## src/tsd_pkg.sv

```systemverilog
// ----------------------------------------------------------------------------
// tsd_pkg
// Shared types and constants of the length-prefixed frame deframer.
// ----------------------------------------------------------------------------
package tsd_pkg;

    localparam int PREFIX_BYTES       = 4;
    localparam int BODY_HEADER_BYTES  = 12;
    localparam int PAYLOAD_COUNT_BITS = 16;
    localparam int QUEUE_DEPTH        = 4;

    localparam int CFG_INDEX_BITS = 3;
    localparam int CFG_DATA_BITS  = 17;

    // configuration register indexes
    localparam logic [CFG_INDEX_BITS-1:0] CFG_CONTROL_TYPE = 3'd0;
    localparam logic [CFG_INDEX_BITS-1:0] CFG_SERIAL_TYPE  = 3'd1;
    localparam logic [CFG_INDEX_BITS-1:0] CFG_CONTROL_MAX  = 3'd2;
    localparam logic [CFG_INDEX_BITS-1:0] CFG_SERIAL_MAX   = 3'd3;
    localparam logic [CFG_INDEX_BITS-1:0] CFG_FRAME_MAX    = 3'd4;

    // configuration reset values
    localparam logic [7:0]  RST_CONTROL_TYPE = 8'd1;
    localparam logic [7:0]  RST_SERIAL_TYPE  = 8'd2;
    localparam logic [15:0] RST_CONTROL_MAX  = 16'd4096;
    localparam logic [15:0] RST_SERIAL_MAX   = 16'd1024;
    localparam logic [16:0] RST_FRAME_MAX    = 17'd65547;

    typedef enum logic [1:0] {
        EV_PAYLOAD = 2'd0,
        EV_EMPTY   = 2'd1,
        EV_BAD_LEN = 2'd2,
        EV_BAD_HDR = 2'd3
    } t_event;

    // one result request between front, queue and back
    typedef struct packed {
        t_event      ev;
        logic [7:0]  data;
        logic [7:0]  kind;
        logic [63:0] seq;
        logic [15:0] plen;
        logic        last;
    } t_cmd;

endpackage

```

## src/tsd_front.sv

```systemverilog
// ----------------------------------------------------------------------------
// tsd_front
// Byte parser: length prefix, body header checks and payload counting.
// ----------------------------------------------------------------------------
module tsd_front
    import tsd_pkg::*;
#(
    parameter int PAYLOAD_COUNT_BITS = tsd_pkg::PAYLOAD_COUNT_BITS
) (
    input  logic                      i_clk,
    input  logic                      i_rst_n,
    input  logic                      i_cfg_we,
    input  logic [CFG_INDEX_BITS-1:0] i_cfg_index,
    input  logic [CFG_DATA_BITS-1:0]  i_cfg_data,
    input  logic                      i_take,
    input  logic [7:0]                i_rx_byte,
    output logic                      o_push,
    output t_cmd                      o_cmd
);

    localparam int PCB = PAYLOAD_COUNT_BITS;
    localparam int PLW = (PCB > 16) ? PCB : 16;
    localparam logic [3:0]  PRE_LAST = 4'(PREFIX_BYTES - 1);
    localparam logic [3:0]  HDR_LAST = 4'(BODY_HEADER_BYTES - 1);
    localparam logic [32:0] LEN_CAP  =
        33'(BODY_HEADER_BYTES) + ((33'd1 << PCB) - 33'd1);

    typedef enum logic [1:0] {
        PH_PREFIX  = 2'd0,
        PH_HEADER  = 2'd1,
        PH_PAYLOAD = 2'd2
    } t_phase;

    t_phase         r_phase, n_phase;
    logic [3:0]     r_hpos, n_hpos;
    logic [31:0]    r_len, n_len;
    logic [7:0]     r_type, n_type;
    logic           r_fault, n_fault;
    logic [63:0]    r_seq, n_seq;
    logic [PCB-1:0] r_left, n_left;

    logic [7:0]  r_ctl_type, r_ser_type;
    logic [15:0] r_ctl_max, r_ser_max;
    logic [16:0] r_frame_max;

    logic [PCB-1:0] w_plen;
    logic [PLW-1:0] w_plen_x;
    logic           w_is_ser, w_is_ctl, w_hdr_bad;
    logic [32:0]    w_frame_max_x, w_lim;

    assign w_plen   = r_len[PCB-1:0] - PCB'(BODY_HEADER_BYTES);
    assign w_plen_x = PLW'(w_plen);
    assign w_is_ser = (r_type == r_ser_type);
    assign w_is_ctl = (r_type == r_ctl_type);
    assign w_hdr_bad = !(w_is_ser || w_is_ctl)
        || (w_is_ser && ((w_plen == '0) || (w_plen_x > PLW'(r_ser_max))))
        || (w_is_ctl && (w_plen_x > PLW'(r_ctl_max)));

    assign w_frame_max_x = 33'(r_frame_max);
    assign w_lim = (w_frame_max_x > LEN_CAP) ? LEN_CAP : w_frame_max_x;

    always_comb begin
        n_phase = r_phase;
        n_hpos  = r_hpos;
        n_len   = r_len;
        n_type  = r_type;
        n_fault = r_fault;
        n_seq   = r_seq;
        n_left  = r_left;
        o_push  = 1'b0;
        o_cmd.ev         = EV_PAYLOAD;
        o_cmd.data       = i_rx_byte;
        o_cmd.kind       = r_type;
        o_cmd.seq        = r_seq;
        o_cmd.plen       = 16'(w_plen);
        o_cmd.last       = 1'b0;
        if (i_take) begin
            unique case (r_phase)
                PH_HEADER: begin
                    if (r_hpos == 4'd0) begin
                        n_type = i_rx_byte;
                    end else if (r_hpos <= 4'd3) begin
                        if (i_rx_byte != 8'd0) begin
                            n_fault = 1'b1;
                        end
                    end else begin
                        n_seq = {r_seq[55:0], i_rx_byte};
                    end
                    n_hpos = r_hpos + 4'd1;
                    if (r_hpos == HDR_LAST) begin
                        n_hpos  = 4'd0;
                        n_fault = r_fault || w_hdr_bad;
                        if (w_plen == '0) begin
                            // empty frame: report now, back to prefix
                            n_phase    = PH_PREFIX;
                            o_push     = 1'b1;
                            o_cmd.ev   = n_fault ? EV_BAD_HDR : EV_EMPTY;
                            o_cmd.seq  = n_seq;
                            o_cmd.plen = 16'd0;
                            o_cmd.last = 1'b1;
                        end else begin
                            n_left  = w_plen;
                            n_phase = PH_PAYLOAD;
                        end
                    end
                end
                PH_PAYLOAD: begin
                    n_left = r_left - PCB'(1);
                    if (n_left == '0) begin
                        n_phase = PH_PREFIX;
                    end
                    if (!r_fault) begin
                        o_push     = 1'b1;
                        o_cmd.last = (n_left == '0);
                    end else if (n_left == '0) begin
                        // drop a bad frame, report once on its last byte
                        o_push     = 1'b1;
                        o_cmd.ev   = EV_BAD_HDR;
                        o_cmd.last = 1'b1;
                    end
                end
                default: begin
                    n_phase = PH_PREFIX;
                    n_len   = {r_len[23:0], i_rx_byte};
                    n_hpos  = r_hpos + 4'd1;
                    if (r_hpos == PRE_LAST) begin
                        n_hpos = 4'd0;
                        if ((n_len < 32'(BODY_HEADER_BYTES)) || (33'(n_len) > w_lim)) begin
                            // resync from the next byte
                            n_len      = 32'd0;
                            o_push     = 1'b1;
                            o_cmd.ev   = EV_BAD_LEN;
                            o_cmd.last = 1'b1;
                        end else begin
                            n_phase = PH_HEADER;
                            n_type  = 8'd0;
                            n_fault = 1'b0;
                            n_seq   = 64'd0;
                            n_left  = '0;
                        end
                    end
                end
            endcase
        end
    end

    always_ff @(posedge i_clk) begin
        if (!i_rst_n) begin
            r_phase     <= PH_PREFIX;
            r_hpos      <= 4'd0;
            r_len       <= 32'd0;
            r_type      <= 8'd0;
            r_fault     <= 1'b0;
            r_seq       <= 64'd0;
            r_left      <= '0;
            r_ctl_type  <= RST_CONTROL_TYPE;
            r_ser_type  <= RST_SERIAL_TYPE;
            r_ctl_max   <= RST_CONTROL_MAX;
            r_ser_max   <= RST_SERIAL_MAX;
            r_frame_max <= RST_FRAME_MAX;
        end else begin
            r_phase <= n_phase;
            r_hpos  <= n_hpos;
            r_len   <= n_len;
            r_type  <= n_type;
            r_fault <= n_fault;
            r_seq   <= n_seq;
            r_left  <= n_left;
            if (i_cfg_we) begin
                unique case (i_cfg_index)
                    CFG_CONTROL_TYPE: r_ctl_type  <= i_cfg_data[7:0];
                    CFG_SERIAL_TYPE:  r_ser_type  <= i_cfg_data[7:0];
                    CFG_CONTROL_MAX:  r_ctl_max   <= i_cfg_data[15:0];
                    CFG_SERIAL_MAX:   r_ser_max   <= i_cfg_data[15:0];
                    CFG_FRAME_MAX:    r_frame_max <= i_cfg_data;
                    default: begin
                    end
                endcase
            end
        end
    end

endmodule

```

## src/tsd_queue.sv

```systemverilog
// ----------------------------------------------------------------------------
// tsd_queue
// Short result queue between the parser and the output stage.
// ----------------------------------------------------------------------------
module tsd_queue
    import tsd_pkg::*;
#(
    parameter int QUEUE_DEPTH = tsd_pkg::QUEUE_DEPTH
) (
    input  logic i_clk,
    input  logic i_rst_n,
    input  logic i_push,
    input  t_cmd i_cmd,
    input  logic i_pop,
    output logic o_full,
    output logic o_valid,
    output t_cmd o_cmd
);

    localparam int PTR_W = (QUEUE_DEPTH > 1) ? $clog2(QUEUE_DEPTH) : 1;
    localparam int CNT_W = $clog2(QUEUE_DEPTH + 1);
    localparam logic [PTR_W-1:0] PTR_LAST = PTR_W'(QUEUE_DEPTH - 1);
    localparam logic [CNT_W-1:0] CNT_FULL = CNT_W'(QUEUE_DEPTH);

    t_cmd             r_mem [QUEUE_DEPTH];
    logic [PTR_W-1:0] r_wr, r_rd;
    logic [CNT_W-1:0] r_count;
    logic             w_do_push, w_do_pop;

    assign o_full    = (r_count == CNT_FULL);
    assign o_valid   = (r_count != '0);
    assign o_cmd     = r_mem[r_rd];
    assign w_do_push = i_push && !o_full;
    assign w_do_pop  = i_pop && o_valid;

    always_ff @(posedge i_clk) begin
        if (w_do_push) begin
            r_mem[r_wr] <= i_cmd;
        end
    end

    always_ff @(posedge i_clk) begin
        if (!i_rst_n) begin
            r_wr    <= '0;
            r_rd    <= '0;
            r_count <= '0;
        end else begin
            if (w_do_push) begin
                r_wr <= (r_wr == PTR_LAST) ? '0 : r_wr + PTR_W'(1);
            end
            if (w_do_pop) begin
                r_rd <= (r_rd == PTR_LAST) ? '0 : r_rd + PTR_W'(1);
            end
            if (w_do_push && !w_do_pop) begin
                r_count <= r_count + CNT_W'(1);
            end else if (w_do_pop && !w_do_push) begin
                r_count <= r_count - CNT_W'(1);
            end
        end
    end

endmodule

```

## src/tsd_back.sv

```systemverilog
// ----------------------------------------------------------------------------
// tsd_back
// Output stage: formats queued results and holds them until taken.
// ----------------------------------------------------------------------------
module tsd_back
    import tsd_pkg::*;
(
    input  logic i_clk,
    input  logic i_rst_n,
    input  logic i_q_valid,
    input  t_cmd i_q_cmd,
    output logic o_q_pop,
    output logic o_out_valid,
    input  logic i_out_ready,
    output t_cmd o_out
);

    logic r_valid;
    t_cmd r_out;
    t_cmd w_fmt;

    assign o_q_pop     = i_q_valid && (!r_valid || i_out_ready);
    assign o_out_valid = r_valid;
    assign o_out       = r_out;

    always_comb begin
        w_fmt = i_q_cmd;
        // only payload events carry a data byte
        if (i_q_cmd.ev != EV_PAYLOAD) begin
            w_fmt.data = 8'd0;
        end
        // a bad length has no frame context
        if (i_q_cmd.ev == EV_BAD_LEN) begin
            w_fmt.kind       = 8'd0;
            w_fmt.seq        = 64'd0;
            w_fmt.plen       = 16'd0;
        end
    end

    always_ff @(posedge i_clk) begin
        if (!i_rst_n) begin
            r_valid <= 1'b0;
        end else if (o_q_pop) begin
            r_valid <= 1'b1;
        end else if (i_out_ready) begin
            r_valid <= 1'b0;
        end
    end

    always_ff @(posedge i_clk) begin
        if (o_q_pop) begin
            r_out <= w_fmt;
        end
    end

endmodule

```

## src/typed_sequenced_deframer.sv

```systemverilog
// ----------------------------------------------------------------------------
// typed_sequenced_deframer
// Splits a received byte stream into length-prefixed, typed, sequenced frames.
// ----------------------------------------------------------------------------
// Takes one byte per cycle while input ready is high. The parser writes a
// result into the result queue at the edge that accepts the byte causing it,
// and the result moves into the output register once that register is empty
// or its result is being taken. Input ready drops only when the
// QUEUE_DEPTH-entry result queue is full, which happens only while the output
// side holds off. Configuration writes are taken in any cycle.
module typed_sequenced_deframer
    import tsd_pkg::*;
#(
    parameter int PAYLOAD_COUNT_BITS = tsd_pkg::PAYLOAD_COUNT_BITS,
    parameter int QUEUE_DEPTH        = tsd_pkg::QUEUE_DEPTH
) (
    input  logic                      i_clk,
    input  logic                      i_rst_n,
    input  logic                      i_cfg_valid,
    output logic                      o_cfg_ready,
    input  logic [CFG_INDEX_BITS-1:0] i_cfg_index,
    input  logic [CFG_DATA_BITS-1:0]  i_cfg_data,
    input  logic                      i_in_valid,
    output logic                      o_in_ready,
    input  logic [7:0]                i_rx_byte,
    output logic                      o_out_valid,
    input  logic                      i_out_ready,
    output logic [1:0]                o_event_res,
    output logic [7:0]                o_payload_byte,
    output logic [7:0]                o_frame_kind,
    output logic [63:0]               o_sequence_res,
    output logic [15:0]               o_payload_length,
    output logic                      o_last
);

    logic w_full, w_take, w_push, w_q_valid, w_pop;
    t_cmd w_push_cmd, w_q_cmd, w_out;

    assign o_cfg_ready = 1'b1;
    assign o_in_ready  = !w_full;
    assign w_take      = i_in_valid && o_in_ready;

    tsd_front #(
        .PAYLOAD_COUNT_BITS(PAYLOAD_COUNT_BITS)
    ) u_front (
        .i_clk       (i_clk),
        .i_rst_n     (i_rst_n),
        .i_cfg_we    (i_cfg_valid && o_cfg_ready),
        .i_cfg_index (i_cfg_index),
        .i_cfg_data  (i_cfg_data),
        .i_take      (w_take),
        .i_rx_byte   (i_rx_byte),
        .o_push      (w_push),
        .o_cmd       (w_push_cmd)
    );

    tsd_queue #(
        .QUEUE_DEPTH(QUEUE_DEPTH)
    ) u_queue (
        .i_clk   (i_clk),
        .i_rst_n (i_rst_n),
        .i_push  (w_push),
        .i_cmd   (w_push_cmd),
        .i_pop   (w_pop),
        .o_full  (w_full),
        .o_valid (w_q_valid),
        .o_cmd   (w_q_cmd)
    );

    tsd_back u_back (
        .i_clk       (i_clk),
        .i_rst_n     (i_rst_n),
        .i_q_valid   (w_q_valid),
        .i_q_cmd     (w_q_cmd),
        .o_q_pop     (w_pop),
        .o_out_valid (o_out_valid),
        .i_out_ready (i_out_ready),
        .o_out       (w_out)
    );

    assign o_event_res      = w_out.ev;
    assign o_payload_byte   = w_out.data;
    assign o_frame_kind     = w_out.kind;
    assign o_sequence_res   = w_out.seq;
    assign o_payload_length = w_out.plen;
    assign o_last           = w_out.last;

endmodule

```

## config.mk

```make
export PLATFORM = sky130hd
export DESIGN_NAME = typed_sequenced_deframer
export DESIGN_NICKNAME = d
export VERILOG_FILES = /design/src/tsd_pkg.sv /design/src/tsd_front.sv /design/src/tsd_queue.sv /design/src/tsd_back.sv /design/src/typed_sequenced_deframer.sv
export SDC_FILE = /design/constraint.sdc
export NUM_CORES = 1
export LEC_CHECK = 0
export BUFFER_PORTS_ARGS = -buffer_cell sky130_fd_sc_hd__clkbuf_2
export CORE_AREA = 8 8 237 239
export CTS_CLUSTER_SIZE = 20
export DETAILED_ROUTE_END_ITERATION = 16
export DIE_AREA = 0 0 245 247
export GPL_ROUTABILITY_DRIVEN = 1
export PLACE_DENSITY_LB_ADDON = 0.2
export SLEW_MARGIN = 20
export SYNTH_ARGS = -nofsm -noshare
export SYNTH_HDL_FRONTEND = slang
export SYNTH_SLANG_ARGS = --single-unit
```

## constraint.sdc

```tcl
create_clock -name i_clk -period 20.9 [get_ports i_clk]
set_input_delay 2.09 -clock i_clk [delete_from_list [all_inputs] [get_ports i_clk]]
set_output_delay 2.09 -clock i_clk [all_outputs]
set_load 0.1 [all_outputs]
```

==> metrics.md, run 1 <==
| Metric | Value |
|---|---|
| Synth Cell Area | `28480 um2` |
| Cells after Synth | `1985` |
| Critical Path Start Type | `primary input` |
| Resized Gates After CTS | `0` |
| Hold_sp | `u_front.r_ctl_max[3]$_SDFFE_PN0P_` |
| Worst Hold Depth | `2` |
| Post-Syn Nets | `2083` |
| Placer Congestion | `0.8466` |
| Clock root buffer | `clkbuf_16` |
| Register-to-Register Setup Slack | `15.65 ns` |
| Slowest CP cell | `buf_4` |
| Outcome | `finished clean` |
| Delay-heaviest family, CP | `simple AND/OR/NAND/NOR gates` |
| Worst path bufs/invs | `2` |
| Peak VDD IR | `0.1195 mV` |
| Layout area overhead | `12.30%` |
| Ys flop type | `edfxtp_1` |
| Setup TNS | `0 ns` |
| Num ports | `135` |
| Most frequent cells in the layout | `edfxtp_1 (495), dfxtp_1 (192), nand2_1 (191)` |
| Pwr per Cell Area | `135.3 nW/um2` |
| Final setup violation count | `0` |
| Worst slew pin tran | `1.129 ns` |
| CTS tree | `built` |
| Max_slew headroom | `24.60%` |
| CTS Buf Count | `70` |
| Worst-path fanout max | `69` |
| Slew Viols, Final | `0` |
| Worst-Skew Late Latency | `0.60 ns` |
| Reg-to-reg critical path endpoint | `u_queue.r_mem[1][18]$_DFFE_PP_` |
| Most common cell after layout, fill and taps aside | `edfxtp_1` |
| Post-CTS Setup Bufs | `0` |
| GR Util All Layers | `20.99%` |
| CTS Buffer Depth | `3` |
| Die height | `247 um` |
| Met3 Resource Use GR | `3.744%` |
| Core ar. | `52240 um2` |
| Critical Path Start | `i_rx_byte[6]` |
| WL/cell | `22.23 um` |
| Reg2reg path depth | `9` |
| Worst R2R Start | `u_front.r_len[1]$_SDFFE_PN0P_` |
| First-pass GRT wire length | `98830 um` |
| Hold Path Sink | `u_front.r_ctl_max[3]$_SDFFE_PN0P_` |
| Arrival time at the worst endpoint | `6.30 ns` |
| Vias in the first global route | `16953` |
| Initial antenna violation count | `3` |
| Most crowded layer after global routing | `met2` |
| Mapped Avg Cell Area | `14.35 um2` |
| Starting Density | `54.52%` |
| CP Cell Sequence | `clkbuf_2, ha_1, nand2_1, or4_1, o211a_1, o211a_1, nor3_1, a21boi_1, and2_4, buf_4` |
| Layout net count | `2192` |
| Met1 Use GR | `26.16%` |
| Via count | `16490` |
| Clock Skew | `0.02368 ns` |
| DIE WIDTH | `245 um` |
| Via density | `5.806` |
| Worst path required time | `21.10 ns` |
| Die footprint | `60520 um2` |
| DRT antenna net count | `0` |
| Total power | `4.329 mW` |
| HP Class | `reg2reg` |
| Max-cap violation count | `0` |
| EDFF count, synth | `495` |
| Setup repair after global routing missed its margin | `false` |
| Cts hold-fix bufs | `0` |
| Reg clk slew, reported paths | `0.06 ns` |
| CP peak stage delay | `0.89 ns` |
| Layout cells sized above 1 | `20.64%` |
| I/O Buffers | `133` |
| Leakage | `11.14 nW` |
| Yosys cell types | `75` |
| Async set-reset flop share out of synthesis | `0%` |
| # DRC | `0` |
| Yosys warns | `0` |
| Highest clock rate | `0.1639 GHz` |
| DRT Pass-1 Iters | `5` |
| Min Tclk post-route | `6.102 ns` |
| Number of DRC markers in iteration 0 | `1202` |
| DP Wirelength | `40460 um` |
| Num Clock Sinks | `689` |
| Crit Path Class | `in2reg` |
| Largest net degree at the start of global routing | `84` |
| Grt ovf | `0` |
| Final hold violations | `0` |
| Final wirelength | `63140 um` |
| Sequential fraction of the synthesis area | `65.83%` |
| Flops & latches, synth | `689` |
| H-tree levels | `3` |
| Grt met2 use | `36.87%` |
| Most frequent CP cell | `o211a_1` |
| Rows | `84` |
| Worst Setup End Kind | `flip-flop` |
| Tcrit/Tclk final | `29.19%` |
## worst max-delay path by stage
stage / end / slack (ns) / cells past startpoint
2_1_floorplan: u_queue.r_count[2]$_SDFFE_PN0P_ / 12.11 / 9
3_3_place_gp: u_queue.r_mem[0][38]$_DFFE_PP_ / 14.30 / 10
3_5_place_dp: u_queue.r_mem[1][17]$_DFFE_PP_ / 14.20 / 10
4_1_cts: u_queue.r_mem[1][22]$_DFFE_PP_ / 14.82 / 10
5_1_grt: u_queue.r_mem[0][65]$_DFFE_PP_ / 14.59 / 10
6_report: u_queue.r_mem[1][18]$_DFFE_PP_ / 14.80 / 10
## state kept, by name, indices dropped and copies added, names as in the netlist, 3 cells and up, named ones only
name and cells:
u_front.r_ser_max 16, u_front.r_left 16, u_front.r_ser_type 8, u_queue.r_mem 396, u_front.r_frame_max 17, u_front.r_type 8, u_back.o_out 99, u_front.r_hpos 4
u_queue.r_count 3, u_front.r_ctl_type 8, u_front.r_seq 64, u_front.r_ctl_max 16, u_front.r_len 24
## where the power goes
group          internal, mW  total [mW]  switching (mW)  leakage (nW)
combinational         0.300        1.38            1.08          3.79
clock                 0.735        1.25           0.514          1.13
sequential             1.63        1.70          0.0680          6.22
## worst min-delay path, delay by kind of cell (launching register included)
kind | cells | cell delay [ns]
and+or+nand+nor | 1 | 0.05
DFF | 1 | 0.31
AOI/OAI and AO/OA | 1 | 0.05
## logic make-up after synthesis
kind of cell / after synthesis / synth area share (%)
AO/OA/AOI/OAI: 289 / 6.840
XOR/XNOR: 52 / 1.599
adder cells (fa/ha/maj): 65 / 2.882
buffers and inverters: 168 / 2.574
flip-flops: 689 / 65.83
multiplexers: 167 / 10.90
other: 1 / 0.01317
AND/OR/NAND/NOR: 554 / 9.367
## routing by layer
layer	up-vias	part of all wire [%]
met5	-	0.043
met4	4	2.6
met3	99	5.0
met2	436	51
met1	8300	41
li1	7651	-
## cell usage after synthesis, types with 5 or more instances
master / n / area, um2
mux2_2: 26 / 292.8
mux2_1: 8 / 90.09
nor4b_1: 5 / 43.79
dfxtp_1: 194 / 3884
edfxtp_1: 495 / 14860
xnor2_1: 28 / 245.2
nor4_1: 10 / 62.56
nand4_1: 22 / 137.6
and3_1: 6 / 37.54
o211ai_1: 6 / 45.04
and2_1: 8 / 50.05
nor2b_1: 107 / 669.4
o2111ai_1: 8 / 70.07
a211oi_1: 15 / 112.6
mux2_4: 30 / 450.4
nand2b_1: 5 / 31.28
nand3_1: 15 / 75.07
clkbuf_1: 87 / 326.6
nand2_1: 191 / 716.9
nor2_1: 136 / 510.5
o21ai_0: 18 / 90.09
a22oi_1: 91 / 683.2
buf_1: 14 / 52.55
a21boi_0: 6 / 45.04
inv_1: 52 / 195.2
ha_1: 64 / 800.8
mux4_2: 99 / 2230
xor2_1: 24 / 210.2
o31ai_1: 5 / 37.54
nor3_1: 18 / 90.09
or3_1: 10 / 62.56
o211a_1: 7 / 70.07
a21oi_1: 96 / 480.5
a21o_1: 12 / 90.09
## stage by stage
step / instances / area [um2] / setup slack (ns) / hold slack, ns / util [%]
CTS: 2839 / 31980 / 14.82 / 0.4554 / 61.22
finish: 2840 / 31980 / 14.80 / 0.4573 / 61.23
global placement: 2710 / 29670 / 14.30 / 0.4414 / 56.79
floorplan: 1985 / 28480 / 12.11 / 0.4330 / -
global route: 2839 / 31980 / 14.59 / 0.4787 / 61.22
detailed placement: 2710 / 29670 / 14.20 / 0.4479 / 56.80
## area by class of cell
| cell class | count | area [um2] |
|---|---|---|
| antenna | 1 | 2.502 |
| clock buffer | 93 | 1951 |
| clock inverter | 36 | 360.3 |
| fill | 3932 | 20250 |
| inverter | 53 | 201.4 |
| multi-input combinational | 1128 | 9042 |
| sequential | 689 | 18760 |
| tap | 688 | 860.8 |
| timing repair buffer | 152 | 808.3 |
Note: power is estimated with default switching activity, not from simulation.
==> run 2, diff against run 1 <==
clock period = 5.5 ns   (was 20.9 ns; I/O delays follow)
==> run 2 against run 1 <==
Clock skew is 0.0052 ns lower. Wire length is 2.1% lower. Critical path depth up 5. Sequential share of layout area fell by 0.54 points. Worst setup slack worse by 14 ns. First-iteration DRC count grew 4.0%. Critical endpoint is now u_queue.r_count[2]$_SDFFE_PN0P_. Largest cell class unchanged. Largest power group unchanged. Highest routed layer is now met4.
==> metrics.md, run 2 (synthesized netlist as in run 1, its figures left out) <==
| Metric | Value |
|---|---|
| Die footprint | `60520 um2` |
| Worst Setup End Kind | `flip-flop` |
| Layout net count | `2204` |
| Largest reg by FF count | `u_queue.r_mem` |
| Clock group share of total power | `29.5%` |
| Pwr per Cell Area | `510.7 nW/um2` |
| Layout cells sized above 1 | `21.04%` |
| Min Tclk post-route | `4.712 ns` |
| Layout area overhead | `13.35%` |
| Critical Path Start Type | `flip-flop` |
| I/O Buffers | `133` |
| Leakage | `11.27 nW` |
| DIE WIDTH | `245 um` |
| Setup repair after global routing missed its margin | `false` |
| Max_slew headroom | `31.17%` |
| Number of DRC markers in iteration 0 | `1250` |
| Vias in the first global route | `16943` |
| Post-CTS Setup Bufs | `0` |
| CTS Buf Count | `71` |
| Worst-Skew Late Latency | `0.61 ns` |
| CTS Buffer Depth | `3` |
| Rows | `84` |
| Core ar. | `52240 um2` |
| Max-cap violation count | `0` |
| Crit Path Class | `reg2reg` |
| Metal3 WL | `3626 um` |
| Largest register FFs | `396` |
| Cts hold-fix bufs | `0` |
| P_sw | `6.219 mW` |
| Clock root buffer | `clkbuf_16` |
| H-tree levels | `3` |
| Worst path required time | `6.03 ns` |
| Initial antenna violation count | `3` |
| Met2 WL | `30500 um` |
| Seq pwr share | `39.3%` |
| Internal | `10.27 mW` |
| Reg clk slew, reported paths | `0.06 ns` |
| Peak VDD IR | `0.4318 mV` |
| # DRC | `0` |
| DRT antenna net count | `0` |
| Final wirelength | `61790 um` |
| Outcome | `finished clean` |
| Setup TNS | `0 ns` |
| Resized Gates After CTS | `0` |
| Highest clock rate | `0.2122 GHz` |
| Arrival time at the worst endpoint | `5.24 ns` |
| Clock Skew | `0.01851 ns` |
| Slew Viols, Final | `0` |
| Top Metal Used | `met4` |
| DRT met1 WL | `26280 um` |
| Via density | `5.830` |
| Most common cell after layout, fill and taps aside | `edfxtp_1` |
| Num ports | `135` |
| Grt ovf | `0` |
| DRT Pass-1 Iters | `6` |
| Largest net degree at the start of global routing | `88` |
| WL/cell | `21.65 um` |
| CTS tree | `built` |
| Worst setup margin | `0.7875 ns` |
| Most frequent cells in the layout | `edfxtp_1 (495), dfxtp_1 (192), nand2_1 (191)` |
| HP Class | `in2reg` |
| Switch share | `37.72%` |
| Num Clock Sinks | `689` |
| DP Wirelength | `39550 um` |
| GR Util All Layers | `20.43%` |
| Combinational share of power | `31.2%` |
| Worst slew pin tran | `1.032 ns` |
| Worst-path fanout max | `15` |
| Place WS | `0.7900 ns` |
| Final setup violation count | `0` |
| Tcrit/Tclk final | `85.68%` |
| Starting Density | `54.52%` |
| Via count | `16639` |
| First-pass GRT wire length | `97260 um` |
| Placer Congestion | `0.8850` |
| Die height | `247 um` |
| Final hold violations | `0` |
==> run 2: cell types whose count changed in the layout (fill, tap and decap cells not counted), sizes merged <==
cell	delta
buf	+11
bufinv	-1
inv	-2
clkinv	-6
clkbuf	+13
diode	+2
clkinvlp	-3
==> run 2: critical path: stages (launching register included) <==
cell and delay, ns:
dfxtp_1 0.29, inv_1 0.30, nand2_1 0.10, ha_1 0.33
nand4_1 0.14, or4_1 0.51, o211a_1 0.29, o211a_1 0.22
nor3_1 0.33, a21boi_1 0.71, ha_1 0.33, inv_1 0.07
fa_1 0.37, xor2_1 0.17, or3_1 0.31, a21oi_1 0.14
==> run 2: final cells by class <==
| cell class | instances | area (um2) |
|---|---|---|
| multi-input combinational | 1128 | 9045 |
| fill | 3892 | 19950 |
| inverter | 53 | 201.4 |
| tap | 688 | 860.8 |
| clock inverter | 24 | 262.8 |
| sequential | 689 | 18760 |
| timing repair buffer | 163 | 1016 |
| antenna | 3 | 7.507 |
| clock buffer | 106 | 2132 |
==> run 2: power groups by stage <==
stage | logic, mW | registers [mW] | clock network, mW
2_1_floorplan | 1.62 | 9.23 | 0
3_3_place_gp | 5.15 | 6.58 | 0
3_5_place_dp | 5.19 | 6.61 | 0
4_1_cts | 5.20 | 6.50 | 4.95
5_1_grt | 5.39 | 6.55 | 5.15
6_report | 5.15 | 6.49 | 4.86
==> run 2: layer usage <==
layer  global-route usage, %  vias up
met2                   34.40      514
met5                       0        -
li1                        -     7674
met4                   6.660        0
met1                   26.80     8356
met3                   3.658       95
==> run 2: path summary, 6_finish.rpt <==
check                                       start                                  to  slack [ns]  depth (start not counted)
min                                i_cfg_data[15]  u_front.r_ser_max[15]$_SDFFE_PN0P_        0.22                          3
max          u_front.r_frame_max[16]$_SDFFE_PN1P_     u_queue.r_count[2]$_SDFFE_PN0P_        0.79                         15
min reg2reg     u_front.r_ser_max[9]$_SDFFE_PN0P_   u_front.r_ser_max[9]$_SDFFE_PN0P_        0.46                          2
max reg2reg  u_front.r_frame_max[16]$_SDFFE_PN1P_     u_queue.r_count[2]$_SDFFE_PN0P_        0.79                         15
==> run 2: metrics by stage <==
step	instance area (um2)	instances	hold slack (ns)	util (%)	total power [mW]
floorplan	28490	1985	0.4330	-	10.84
global placement	29870	2721	0.4453	57.19	11.74
detailed placement	29870	2721	0.4471	57.19	11.80
CTS	32270	2851	0.1889	61.78	16.65
global route	32280	2852	0.2285	61.79	17.08
finish	32280	2854	0.2208	61.80	16.49
==> run 3, diff against run 2 <==
BUFFER_PORTS_ARGS = default   (was -buffer_cell sky130_fd_sc_hd__clkbuf_2)
DONT_BUFFER_PORTS = 1   (was default)
HOLD_SLACK_MARGIN = 0.15   (was default)
==> run 3 against run 2 <==
Sequential share of layout area grew 0.88 points. First-iteration DRC count fell by 3.3%. Critical path depth unchanged. Clock skew is essentially flat. Utilization down 0.92 points. Clock-buffer cell count is 3 lower. Sequential power up 43%. Clock power down 3%. Die area unchanged. Wire length up 3.9%. Worst hold slack lost 0.031 ns. Cell count down 3.4%.
==> metrics.md, run 3 (synthesized netlist as in run 1, its figures left out) <==
| Metric | Value |
|---|---|
| DP Wirelength | `40840 um` |
| Place WS | `0.9051 ns` |
| Max-cap violation count | `0` |
| Worst-Skew Late Latency | `0.60 ns` |
| Layout net count | `2106` |
| CTS Buf Count | `73` |
| Arrival time at the worst endpoint | `5.19 ns` |
| H-tree levels | `3` |
| CTS tree | `built` |
| Highest clock rate | `0.2144 GHz` |
| Tcrit/Tclk final | `84.81%` |
| Worst-path fanout max | `15` |
| Layout cells sized above 1 | `15.50%` |
| Clock root buffer | `clkbuf_16` |
| Placer Congestion | `0.9071` |
| Leakage | `10.80 nW` |
| Post-CTS Setup Bufs | `0` |
| HP Class | `in2reg` |
| Most frequent cells in the layout | `edfxtp_1 (495), dfxtp_1 (192), nand2_1 (191)` |
| Cell Count, Final, Fillers Out | `2758` |
| Setup TNS | `0 ns` |
| Final wirelength | `64200 um` |
| Worst Setup End Kind | `flip-flop` |
| Cells after DPL | `2594` |
| # DRC | `0` |
| Crit Path Class | `reg2reg` |
| Die footprint | `60520 um2` |
| Reg clk slew, reported paths | `0.06 ns` |
| DRT antenna net count | `0` |
| Initial antenna violation count | `4` |
| Worst Hold Depth | `3` |
| Worst setup margin | `0.8356 ns` |
| Most common cell after layout, fill and taps aside | `edfxtp_1` |
| Largest net degree at the start of global routing | `116` |
| Slew Viols, Final | `0` |
| Worst path required time | `6.02 ns` |
| Resized Gates After CTS | `0` |
| DIE WIDTH | `245 um` |
| First-pass GRT wire length | `98120 um` |
| Die height | `247 um` |
| Layout area overhead | `11.66%` |
| Largest register FFs | `396` |
| Final hold violations | `0` |
| Max_slew headroom | `24.21%` |
| Grt ovf | `0` |
| WL/cell | `23.28 um` |
| Final hold slack | `0.1901 ns` |
| Num Clock Sinks | `689` |
| Worst slew pin tran | `1.135 ns` |
| Min Tclk post-route | `4.664 ns` |
| Setup repair after global routing missed its margin | `false` |
| Num ports | `135` |
| Clock Skew | `0.01835 ns` |
| Via count | `16335` |
| Vias in the first global route | `16223` |
| Pwr per Cell Area | `506.1 nW/um2` |
| Critical Path Start Type | `flip-flop` |
| Starting Density | `54.52%` |
| Number of DRC markers in iteration 0 | `1209` |
| CTS Buffer Depth | `3` |
| Post-route core utilization | `60.88%` |
| Via density | `5.923` |
| Final setup violation count | `0` |
| Peak VDD IR | `0.2918 mV` |
| Rows | `84` |
| DRT Pass-1 Iters | `5` |
| Reg2reg path depth | `15` |
| Outcome | `finished clean` |
| I/O Buffers | `0` |
| GR Util All Layers | `21.07%` |
| Largest reg by FF count | `u_queue.r_mem` |
| Core ar. | `52240 um2` |
[run 3: cell count changes in the layout (fill, tap and decap cells not counted), moves of 2 or more]
| cell | before | now |
|---|---|---|
| diode_2 | 3 | 5 |
| clkbuf_2 | 133 | 0 |
| clkbuf_8 | 16 | 6 |
| buf_4 | 20 | 29 |
| dlygate4sd3_1 | 0 | 26 |
| clkinv_1 | 5 | 9 |
| clkbuf_1 | 16 | 21 |
| clkbuf_16 | 74 | 76 |
| bufinv_16 | 5 | 3 |
| buf_12 | 10 | 7 |
[run 3: where the power goes]
group	switching (mW)	total [mW]	internal [mW]
Sequential	3.06	9.30	6.24
Combinational	1.15	2.08	0.929
Clock	1.95	4.71	2.77
Total	6.15	16.1	9.94
[run 3: what timing repair did]
action | in CTS | in global routing
hold buffers | 27 | 0
endpoints found under the setup margin | 0 | 0
endpoints found under the hold margin | 131 | 0
[run 3: final cells by class]
cell class / instances / area [um2]
diodes: 5 / 12.51
clock buffers: 103 / 2063
clock inverters: 29 / 242.7
fillers: 3901 / 20440
inverters: 53 / 201.4
multi-input cells: 1128 / 9040
flip-flops and latches: 689 / 18760
well taps: 688 / 860.8
repair buffers: 63 / 623.1
[run 3: metrics by stage]
step	cell area, um2	power (mW)
floorplan	28490	10.84
global placement	29220	11.45
detailed placement	29220	11.49
CTS	31790	16.26
global route	31790	16.64
finish	31800	16.09
[run 3: critical path: stages, from the launching register on]
cell      delay [ns]
dfxtp_1         0.30
inv_1           0.34
nand2_1         0.11
ha_1            0.34
nand4_1         0.17
or4_1           0.54
o211a_1         0.29
o211a_1         0.21
nor3_1          0.30
a21boi_1        0.64
ha_1            0.31
inv_1           0.06
fa_1            0.37
xor2_1          0.17
or3_1           0.30
a21oi_1         0.15
[run 3: worst paths after layout]
path	startpoint	slack (ns)	end
max reg2reg	u_front.r_frame_max[16]$_SDFFE_PN1P_	0.84	u_queue.r_count[2]$_SDFFE_PN0P_
max	u_front.r_frame_max[16]$_SDFFE_PN1P_	0.84	u_queue.r_count[2]$_SDFFE_PN0P_
min	i_rst_n	0.19	u_front.r_fault$_SDFFE_PN0P_
min reg2reg	u_front.r_ctl_max[13]$_SDFFE_PN0P_	0.45	u_front.r_ctl_max[13]$_SDFFE_PN0P_
[run 3: routing by layer]
layer | share of wire, % | global-route usage (%) | wire length (um)
met5 | 0 | 0 | 0
met2 | 49 | 35.38 | 31570
met1 | 42 | 27.39 | 26940
met3 | 6.0 | 3.776 | 3849
met4 | 2.9 | 7.659 | 1839
